`config.mk`:
```
export PLATFORM = sky130hd
export DESIGN_NAME = circular_queue_fifo
export DESIGN_NICKNAME = d
export VERILOG_FILES = /design/src/rtl/core/cqf_pkg.sv /design/src/rtl/core/cqf_cell.sv /design/src/rtl/core/cqf_chain.sv /design/src/rtl/core/circular_queue_fifo.sv
export SDC_FILE = /design/constraint.sdc
export NUM_CORES = 1
export LEC_CHECK = 0
export BUFFER_PORTS_ARGS = -buffer_cell sky130_fd_sc_hd__buf_2
export CAP_MARGIN = 25
export CORE_ASPECT_RATIO = 0.8
export CORE_UTILIZATION = 25
export CTS_BUF_LIST = sky130_fd_sc_hd__clkbuf_2 sky130_fd_sc_hd__clkbuf_4 sky130_fd_sc_hd__clkbuf_8
export CTS_CLUSTER_SIZE = 24
export DETAILED_ROUTE_END_ITERATION = 12
export PLACE_DENSITY_LB_ADDON = 0.12
export SLEW_MARGIN = 20
export SYNTH_ARGS = -nofsm -noshare
export SYNTH_HDL_FRONTEND = slang
export SYNTH_SLANG_ARGS = --single-unit
```
`constraint.sdc`:
```
create_clock -name clk -period 7 [get_ports clk]
set_input_delay 0.7 -clock clk [delete_from_list [all_inputs] [get_ports clk]]
set_output_delay 0.7 -clock clk [all_outputs]
set_load 0.005 [all_outputs]
```
`src/rtl/core/cqf_pkg.sv`:
```
// ----------------------------------------------------------------------------
// cqf_pkg
// Types, codes and sizes shared by the circular queue FIFO modules.
// ----------------------------------------------------------------------------
package cqf_pkg;

  localparam int DEPTH = 8;
  localparam int CNT_W = $clog2(DEPTH + 1);

  localparam logic [1:0] REQ_ENQ     = 2'd0;
  localparam logic [1:0] REQ_DEQ     = 2'd1;
  localparam logic [1:0] REQ_DISPLAY = 2'd2;

  localparam logic [1:0] ST_OK        = 2'd0;
  localparam logic [1:0] ST_OVERFLOW  = 2'd1;
  localparam logic [1:0] ST_UNDERFLOW = 2'd2;
  localparam logic [1:0] ST_EMPTY     = 2'd3;

  typedef struct packed {
    logic [1:0]         req_type;
    logic signed [31:0] push_value;
  } req_t;

  typedef struct packed {
    logic signed [31:0] result_value;
    logic [1:0]         status;
    logic               last;
  } rsp_t;

  // Per-cycle command to the cell chain.
  typedef struct packed {
    logic             enq;
    logic             pop;
    logic             rot;
    logic [CNT_W-1:0] count;
  } chain_op_t;

  // Per-cell controls.
  typedef struct packed {
    logic load;
    logic shift;
  } cell_ctl_t;

endpackage

```
`src/rtl/core/cqf_cell.sv`:
```
// ----------------------------------------------------------------------------
// cqf_cell
// One storage cell of the queue chain: load a word or take the neighbor's.
// ----------------------------------------------------------------------------
module cqf_cell (
  input  logic               clk,
  input  cqf_pkg::cell_ctl_t ctl,
  input  logic signed [31:0] load_data,
  input  logic signed [31:0] next_data,
  output logic signed [31:0] data
);

  always_ff @(posedge clk) begin
    if (ctl.load) begin
      data <= load_data;
    end else if (ctl.shift) begin
      data <= next_data;
    end
  end

endmodule

```
`src/rtl/core/cqf_chain.sv`:
```
// ----------------------------------------------------------------------------
// cqf_chain
// Row of cells; cell 0 holds the oldest word. Pop shifts toward cell 0,
// rotate also wraps the head word to the newest occupied cell.
// ----------------------------------------------------------------------------
module cqf_chain (
  input  logic                clk,
  input  cqf_pkg::chain_op_t  op,
  input  logic signed [31:0]  push_value,
  output logic signed [31:0]  head
);

  logic signed [31:0] cell_data [cqf_pkg::DEPTH];
  logic signed [31:0] load_data;

  assign head      = cell_data[0];
  assign load_data = op.rot ? cell_data[0] : push_value;

  for (genvar i = 0; i < cqf_pkg::DEPTH; i++) begin : g_cell
    cqf_pkg::cell_ctl_t ctl;
    logic signed [31:0] next_data;

    assign ctl.load  = (op.enq && (op.count == cqf_pkg::CNT_W'(i))) ||
                       (op.rot && (op.count == cqf_pkg::CNT_W'(i + 1)));
    assign ctl.shift = op.pop || op.rot;

    if (i == cqf_pkg::DEPTH - 1) begin : g_tail
      assign next_data = cell_data[i];
    end else begin : g_mid
      assign next_data = cell_data[i + 1];
    end

    cqf_cell u_cell (
      .clk       (clk),
      .ctl       (ctl),
      .load_data (load_data),
      .next_data (next_data),
      .data      (cell_data[i])
    );
  end

endmodule

```
`src/rtl/core/circular_queue_fifo.sv`:
```
// ----------------------------------------------------------------------------
// circular_queue_fifo
// FIFO of signed 32-bit words with enqueue, dequeue and display requests.
// ----------------------------------------------------------------------------
//  channel | dir | handshake          | payload
//  req     | in  | req_valid/req_stall | cqf_pkg::req_t
//  rsp     | out | rsp_valid/rsp_stall | cqf_pkg::rsp_t
//
//  One enqueue or dequeue transfer per cycle is possible while rsp is not stalled.
//  Display returns each stored word (or an ST_EMPTY status if empty) as the cell
//  chain rotates one word per cycle unless rsp stalls; req is stalled meanwhile.
//  Reset empties the queue and clears the response valid.
//  A stalled rsp holds its word and blocks req until it is taken.
// ----------------------------------------------------------------------------
module circular_queue_fifo (
  input  logic          clk,
  input  logic          rst,
  input  logic          req_valid,
  output logic          req_stall,
  input  cqf_pkg::req_t req,
  output logic          rsp_valid,
  input  logic          rsp_stall,
  output cqf_pkg::rsp_t rsp
);

  logic [cqf_pkg::CNT_W-1:0] count;
  logic [cqf_pkg::CNT_W-1:0] count_next;
  logic [cqf_pkg::CNT_W-1:0] disp_left;
  logic [cqf_pkg::CNT_W-1:0] left_cur;
  logic [cqf_pkg::CNT_W-1:0] left_next;

  logic               out_free;
  logic               disp_busy;
  logic               acc;
  logic               is_enq;
  logic               is_deq;
  logic               is_disp;
  logic               full;
  logic               empty;
  logic               enq_ok;
  logic               pop_ok;
  logic               disp_start;
  logic               disp_step;
  logic               load_out;
  logic signed [31:0] head;
  cqf_pkg::rsp_t      rsp_next;
  cqf_pkg::chain_op_t op;

  assign out_free  = !rsp_valid || !rsp_stall;
  assign disp_busy = (disp_left != '0);
  assign req_stall = disp_busy || !out_free;
  assign acc       = req_valid && !req_stall;

  assign is_enq  = acc && (req.req_type == cqf_pkg::REQ_ENQ);
  assign is_deq  = acc && (req.req_type == cqf_pkg::REQ_DEQ);
  assign is_disp = acc && (req.req_type == cqf_pkg::REQ_DISPLAY);

  assign full  = (count == cqf_pkg::CNT_W'(cqf_pkg::DEPTH));
  assign empty = (count == '0);

  assign enq_ok     = is_enq && !full;
  assign pop_ok     = is_deq && !empty;
  assign disp_start = is_disp && !empty;
  assign disp_step  = disp_start || (disp_busy && out_free);

  assign left_cur  = disp_start ? count : disp_left;
  assign left_next = left_cur - cqf_pkg::CNT_W'(1);

  assign load_out = is_enq || is_deq || is_disp || disp_step;

  always_comb begin
    count_next = count;
    if (enq_ok) begin
      count_next = count + cqf_pkg::CNT_W'(1);
    end else if (pop_ok) begin
      count_next = count - cqf_pkg::CNT_W'(1);
    end
  end

  // Response word for whatever transfer happens this cycle.
  always_comb begin
    rsp_next.result_value = '0;
    rsp_next.status       = cqf_pkg::ST_OK;
    rsp_next.last         = 1'b1;
    priority if (disp_step) begin
      rsp_next.result_value = head;
      rsp_next.last         = (left_next == '0);
    end else if (is_enq) begin
      rsp_next.status = full ? cqf_pkg::ST_OVERFLOW : cqf_pkg::ST_OK;
    end else if (is_deq) begin
      rsp_next.result_value = empty ? 32'sd0 : head;
      rsp_next.status       = empty ? cqf_pkg::ST_UNDERFLOW : cqf_pkg::ST_OK;
    end else if (is_disp) begin
      rsp_next.status = cqf_pkg::ST_EMPTY;
    end else begin
      rsp_next.last = 1'b1;
    end
  end

  assign op.enq   = enq_ok;
  assign op.pop   = pop_ok;
  assign op.rot   = disp_step;
  assign op.count = count;

  cqf_chain u_chain (
    .clk        (clk),
    .op         (op),
    .push_value (req.push_value),
    .head       (head)
  );

  always_ff @(posedge clk) begin
    if (rst) begin
      count     <= '0;
      disp_left <= '0;
      rsp_valid <= 1'b0;
    end else begin
      count <= count_next;
      if (disp_step) begin
        disp_left <= left_next;
      end
      if (load_out) begin
        rsp_valid <= 1'b1;
      end else if (!rsp_stall) begin
        rsp_valid <= 1'b0;
      end
    end
  end

  // Payload register, held while the consumer stalls.
  always_ff @(posedge clk) begin
    if (load_out) begin
      rsp <= rsp_next;
    end
  end

  a_count_range: assert property (@(posedge clk) disable iff (rst)
    count <= cqf_pkg::CNT_W'(cqf_pkg::DEPTH))
    else $error("entry count beyond depth");

  a_disp_no_accept: assert property (@(posedge clk) disable iff (rst)
    disp_busy |-> !acc)
    else $error("request accepted during display");

  a_disp_holds_count: assert property (@(posedge clk) disable iff (rst)
    disp_busy |=> count == $past(count))
    else $error("entry count changed during display");

  a_last_ends_disp: assert property (@(posedge clk) disable iff (rst)
    (disp_step && rsp_next.last) |=> !disp_busy)
    else $error("display still busy after last word");

  a_disp_left_range: assert property (@(posedge clk) disable iff (rst)
    disp_left <= count)
    else $error("display counter exceeds entry count");

endmodule
```
== Word level (Yosys, flattened, before mapping) ==
Index checks and enable logic that the tools add are counted.
Operators by class
  reductions and logical operators: 57
  add/sub/neg operators: 3
  mux-type cells: 29
  equality and inequality tests: 11
Operators with widths (number)
  2-to-1 mux 32 bit: 19
  logical AND 1 bit: 24
  equality test 4 x 3 -> 1 bit, second input constant: 4
  nonzero test 2 bit: 8
  logical OR 1 bit: 15
  2-to-1 mux 4 bit: 3
  equality test 4 x 2 -> 1 bit, second input constant: 2
  logical NOT 4 bit: 2
  2-to-1 mux 2 bit: 4
  subtractor 4 x 1 -> 4 bit, second input constant: 2
  logical NOT 1 bit: 6
  adder 4 x 1 -> 4 bit, second input constant: 1
  equality test 4 x 1 -> 1 bit, second input constant: 1
  equality test 4 bit, second input constant: 1
  nonzero test 4 bit: 1
  2-to-1 mux 1 bit: 3
  equality test 2 x 1 -> 1 bit, second input constant: 1
  equality test 2 bit, second input constant: 1
  logical NOT 2 bit: 1
  inequality test 2 x 1 -> 1 bit, second input constant: 1
Word-level totals
  output and inout bits: 37
  input bits: 38
  flip-flop bits (word level): 300

== Logic depth before layout (Yosys ltp) ==
  depth in word-level cells: 12
  depth in mapped cells: 10

== Hierarchy ==
A second synthesis with hierarchy kept.
Unflattened totals
  cell total of the unflattened synthesis: 764
  area, all modules: 14581.5 um2
Modules (own cells, without submodules)
  cqf_cell: area an instance 1507.7 um2, times used 8, cells each 69
  circular_queue_fifo: area an instance 1969.4 um2, times used 1, cells each 158
  cqf_chain: area an instance 550.5 um2, times used 1, cells each 54

== Worst setup path before layout ==
OpenSTA, ideal clock, no wires.
  kind: input to register
  start: in req[32] (netlist name)
  end: reg u_chain.g_cell[3].u_cell.data[0] (enable)
  setup slack: 2.844 ns
  arrival time: 3.691 ns
  stages on the path: 4
  data required time: 6.534 ns
  cells stage by stage: clkbuf_1 > nor2b_2 > nand4b_4 > o21ai_0
Between the ends
  longest elaborated chain between the ends: 7
  elaborated cells between the ends (all ways): 15
RTL lines
  from (decl): line circular_queue_fifo.sv:20  | input cqf_pkg::req_t req,
  equality test 2 bit: line circular_queue_fifo.sv:56  | assign is_disp = acc && (req.req_type == cqf_pkg::REQ_DISPLAY);
  logical AND 1 bit: line circular_queue_fifo.sv:56
  logical AND 1 bit: line circular_queue_fifo.sv:63  | assign disp_start = is_disp && !empty;
  logical OR 1 bit: line circular_queue_fifo.sv:64  | assign disp_step = disp_start || (disp_busy && out_free);
  logical AND 1 bit: line cqf_chain.sv:24  | (op.rot && (op.count == cqf_pkg::CNT_W'(i + 1)));
  logical OR 1 bit: line cqf_chain.sv:23  | assign ctl.load = (op.enq && (op.count == cqf_pkg::CNT_W'(i))) ||
  nonzero test 2 bit (no line) *
  to (signal assigned): line cqf_cell.sv:15  | data <= load_data;
  to (signal assigned): line cqf_cell.sv:17  | data <= next_data;
  to (decl): line cqf_cell.sv:10  | output logic signed [31:0] data
Mark *: on every way between the ends. The rest lies on a longest branch, timed or not.
A chain may end at the register's enable or synchronous reset.

== Worst setup path after layout ==
  start: reg count[0] (netlist name)
  end: reg u_chain.g_cell[4].u_cell.data[31] (data pin)
Between the ends
  longest elaborated chain between the ends: 7
  elaborated cells between the ends (all ways): 14
RTL lines
  from (decl): line circular_queue_fifo.sv:26  | logic [cqf_pkg::CNT_W-1:0] count;
  from (signal assigned): line circular_queue_fifo.sv:118  | count <= count_next;
  logical NOT 4 bit: line circular_queue_fifo.sv:59  | assign empty = (count == '0);
  logical NOT 1 bit: line circular_queue_fifo.sv:63
  logical AND 1 bit: line circular_queue_fifo.sv:63
  logical OR 1 bit: line circular_queue_fifo.sv:64
  logical AND 1 bit: line cqf_chain.sv:24
  logical OR 1 bit: line cqf_chain.sv:23
  2-to-1 mux 32 bit *: line cqf_cell.sv:14  | if (ctl.load) begin
  to (signal assigned): line cqf_cell.sv:15
  to (signal assigned): line cqf_cell.sv:17
  to (decl): line cqf_cell.sv:10
Marks and branches as above.

==> results by group <==
Synth
  • Register area share after synthesis: 67.31%
  • Mux share of post-synthesis cell area: 23.10%
  • Largest family of logic cells by synthesized area: multiplexers
  • Syn_nets: between 700 and 800
  • Synth Area per Inst: 18.03 sq um
  • Ys Warns: 0
  • Post-Syn Area: 0.01325 sq mm
  • Yosys reg bits: 300
  • Cell variety after synth: 53
  • Synth Area in Compound Gates: 2.106%
  • Xor and xnor area share after synthesis: 0.2644%
  • Area share of fa/ha/maj cells after synthesis: 0.5666%
  • Post-Synth Simple-Gate Area: 4.485%
  • Gate Count Post-Synth: 735

CTS
  • Num CTS Buffers: 55
  • Post-CTS sizing: 0
  • Clock Sinks: 300
  • CTS clk-pin slew, worst paths: 0.07 ns
  • # hold bufs at CTS: 0
  • Clk Latency, worst-skew pair: 0.63 ns
  • Htree depth: 2
  • Max Root-Sink Buffers: 3
  • CTS tree: done
  • Root buffer cell: clkbuf_8
  • Postcts setup bufs: 0

Global route
  • Grt ovf: 0
  • Vias in the first global route: 7035
  • All-Layer GR Usage: a little under an eighth
  • First-pass GRT wire length: 46100 microns
  • M2 GR Usage: roughly 16%
  • Met3 usage: under 10%
  • GRT Max-Usage Layer: met1
  • Antenna violations before repair: 2
  • Met1 Usage GRT: 16.55%
  • Largest net degree at the start of global routing: slightly above 40

Power and ir drop
  • Power per cell area: 491.7 mW/mm^2
  • Tot Pwr: 7.626 mW
  • Maximum VDD drop: approximately 0.00019 V
  • Pleak: 5.354 nW

Timing
  • Fmax: between 200 and 300 MHz
  • Final Cycle Share: 52.29%
  • Final Max Tran Viols: 0
  • Setup_tns: 0 ns
  • Setup violators final: 0
  • Max-slew headroom: a little under two fifths
  • Worst slew pin tran: 0.9297 ns
  • RSZ-0062 raised after global routing: no
  • Skew final: 0.02119 ns
  • Endpoints failing hold: 0
  • Post-layout min period: 3.660 ns

Critical path
  • Setup crit start kind: flop
  • Crit path DAT: 4.03 ns
  • Worst setup path start: count[0]
  • Crit Path Class: reg -> reg
  • Reg2reg start: count[0]
  • CP Max Fanout: 40
  • Worst setup EP type: flop
  • CP required: 7.37 ns

Routing
  • Pre-antenna DRT Iters: 4
  • Total number of vias: around 6600
  • DR vias/cell: 4.200
  • DRC violations left: 0
  • Drt wl/cell: 18.93 microns
  • Total wire length: 29930 microns
  • ANT nets after route: 0
  • 1st-iter DRT viols: 313

Placement
  • # port buffers: 74
  • GPL Wtd Cong: ~0.72
  • Detail Placement HPWL: 16530 microns

Die
  • Core footprint: ~0.052 sq mm
  • Row count: 75
  • Die height: about 210 microns
  • Initial Util: 25.30%
  • DIE AREA: 0.05393 sq mm
  • DIE WIDTH: approximately 260 microns
  • Top-level I/O count: 75

Cells and area
  • Layout fillers: 5205
  • Fraction of layout cells with a size suffix above 1: 47.24%
  • Area of the multi-input gates: 0.004141 sq mm
  • Area Overhead vs Synth: 17.04%
  • FF/Latch Area: approximately 0.0089 sq mm
  • Commonest non-fill, non-tap cells in the layout: edfxtp_1 (291), mux2_2 (174), buf_2 (74)
  • Most common cell after layout, fill and taps aside: edfxtp_1
  • Final #Nets: 893

Status
  • Status: finished, final reports clean

Flow run
  • Max-cap check violation count: 0

Min path
  • Hold_sp: rst
  • Worst Hold Class: in -> reg
per-stage QoR:
stage	area (sq um)	instances	utilization [%]	hold WS (ns)	setup slack, ns
3_3_place_gp	14440	1484	27.58	0.5051	3.321
6_report	15510	1581	29.62	0.4203	3.340
2_1_floorplan	13250	735	-	0.5013	2.844
3_5_place_dp	14440	1484	27.58	0.5110	3.282
5_1_grt	15510	1581	29.62	0.3822	3.081
4_1_cts	15490	1579	29.59	0.3620	3.278
layer usage:
layer / vias to the layer above / routed length [microns]
li1: 3091 / -
met1: 3364 / 15140
met2: 130 / 12760
met3: 55 / 1392
met4: 0 / 631
met5: - / 0
cell families after synthesis:
logic type	count (synthesis)
simple gates	92
mux	258
fa+ha+maj	6
xor+xnor	4
flops	300
buf+inv	40
compound gates	35
cell type report:
class,count,area share [%]
timing repair buffer,91,3.235
tap,693,5.591
multi-input combinational,395,26.70
inverter,6,0.1452
sequential,300,57.51
clock buffer,84,6.285
antenna,1,0.01614
clock inverter,11,0.5163
worst paths after layout:
check | to | slack [ns] | depth (start not counted)
worst min register to register | u_chain.g_cell[4].u_cell.data[5] | 0.52 | 1
worst max register to register | u_chain.g_cell[4].u_cell.data[31] | 3.34 | 8
worst max-delay path | u_chain.g_cell[4].u_cell.data[31] | 3.34 | 8
worst min-delay path | disp_left[2] | 0.42 | 2
sequential cells by signal, summed over array words and instances, names as in the netlist:
signal / count
count: 4
disp_left: 4
rsp: 35
rsp_valid: 1
u_chain.g_cell.u_cell.data: 256
power breakdown:
part           internal, mW  leakage (nW)  switching, mW
registers              3.31          2.90          0.220
logic                 0.931          1.89           1.51
clock network         0.916         0.564          0.746
cell usage after synthesis, drive strengths merged:
cell type	n	share of area, %
a2111oi	1	0.076
a211oi	1	0.057
a21o	3	0.17
a21oi	9	0.37
a32o	3	0.41
a41oi	2	0.13
and2	35	1.7
and3b	1	0.066
and4	1	0.066
buf	26	1.8
clkbuf	8	0.23
dfxtp	9	1.4
edfxtp	291	66
ha	6	0.57
inv	6	0.17
mux2	256	23
mux2i	2	0.15
nand2	19	0.54
nand3	6	0.26
nand3b	1	0.057
nand4b	2	0.25
nor2	9	0.25
nor2b	2	0.11
nor3	7	0.30
nor3b	2	0.11
nor4	2	0.32
nor4b	2	0.25
o2111a	1	0.085
o21a	1	0.057
o21ai	9	0.40
o22ai	3	0.24
o31ai	1	0.057
o41ai	1	0.066
or3b	1	0.085
or4	2	0.14
xnor2	2	0.13
xor2	2	0.13
worst max-delay path: stages (launching register included):
cell     delay [ns]
dfxtp_1        0.50
inv_1          0.12
ha_1           0.31
or3b_4         0.33
nand3_2        0.13
a21oi_4        0.18
buf_4          0.61
a32o_4         0.81
mux2_2         0.40
Power figures use the tool's default switching activity.
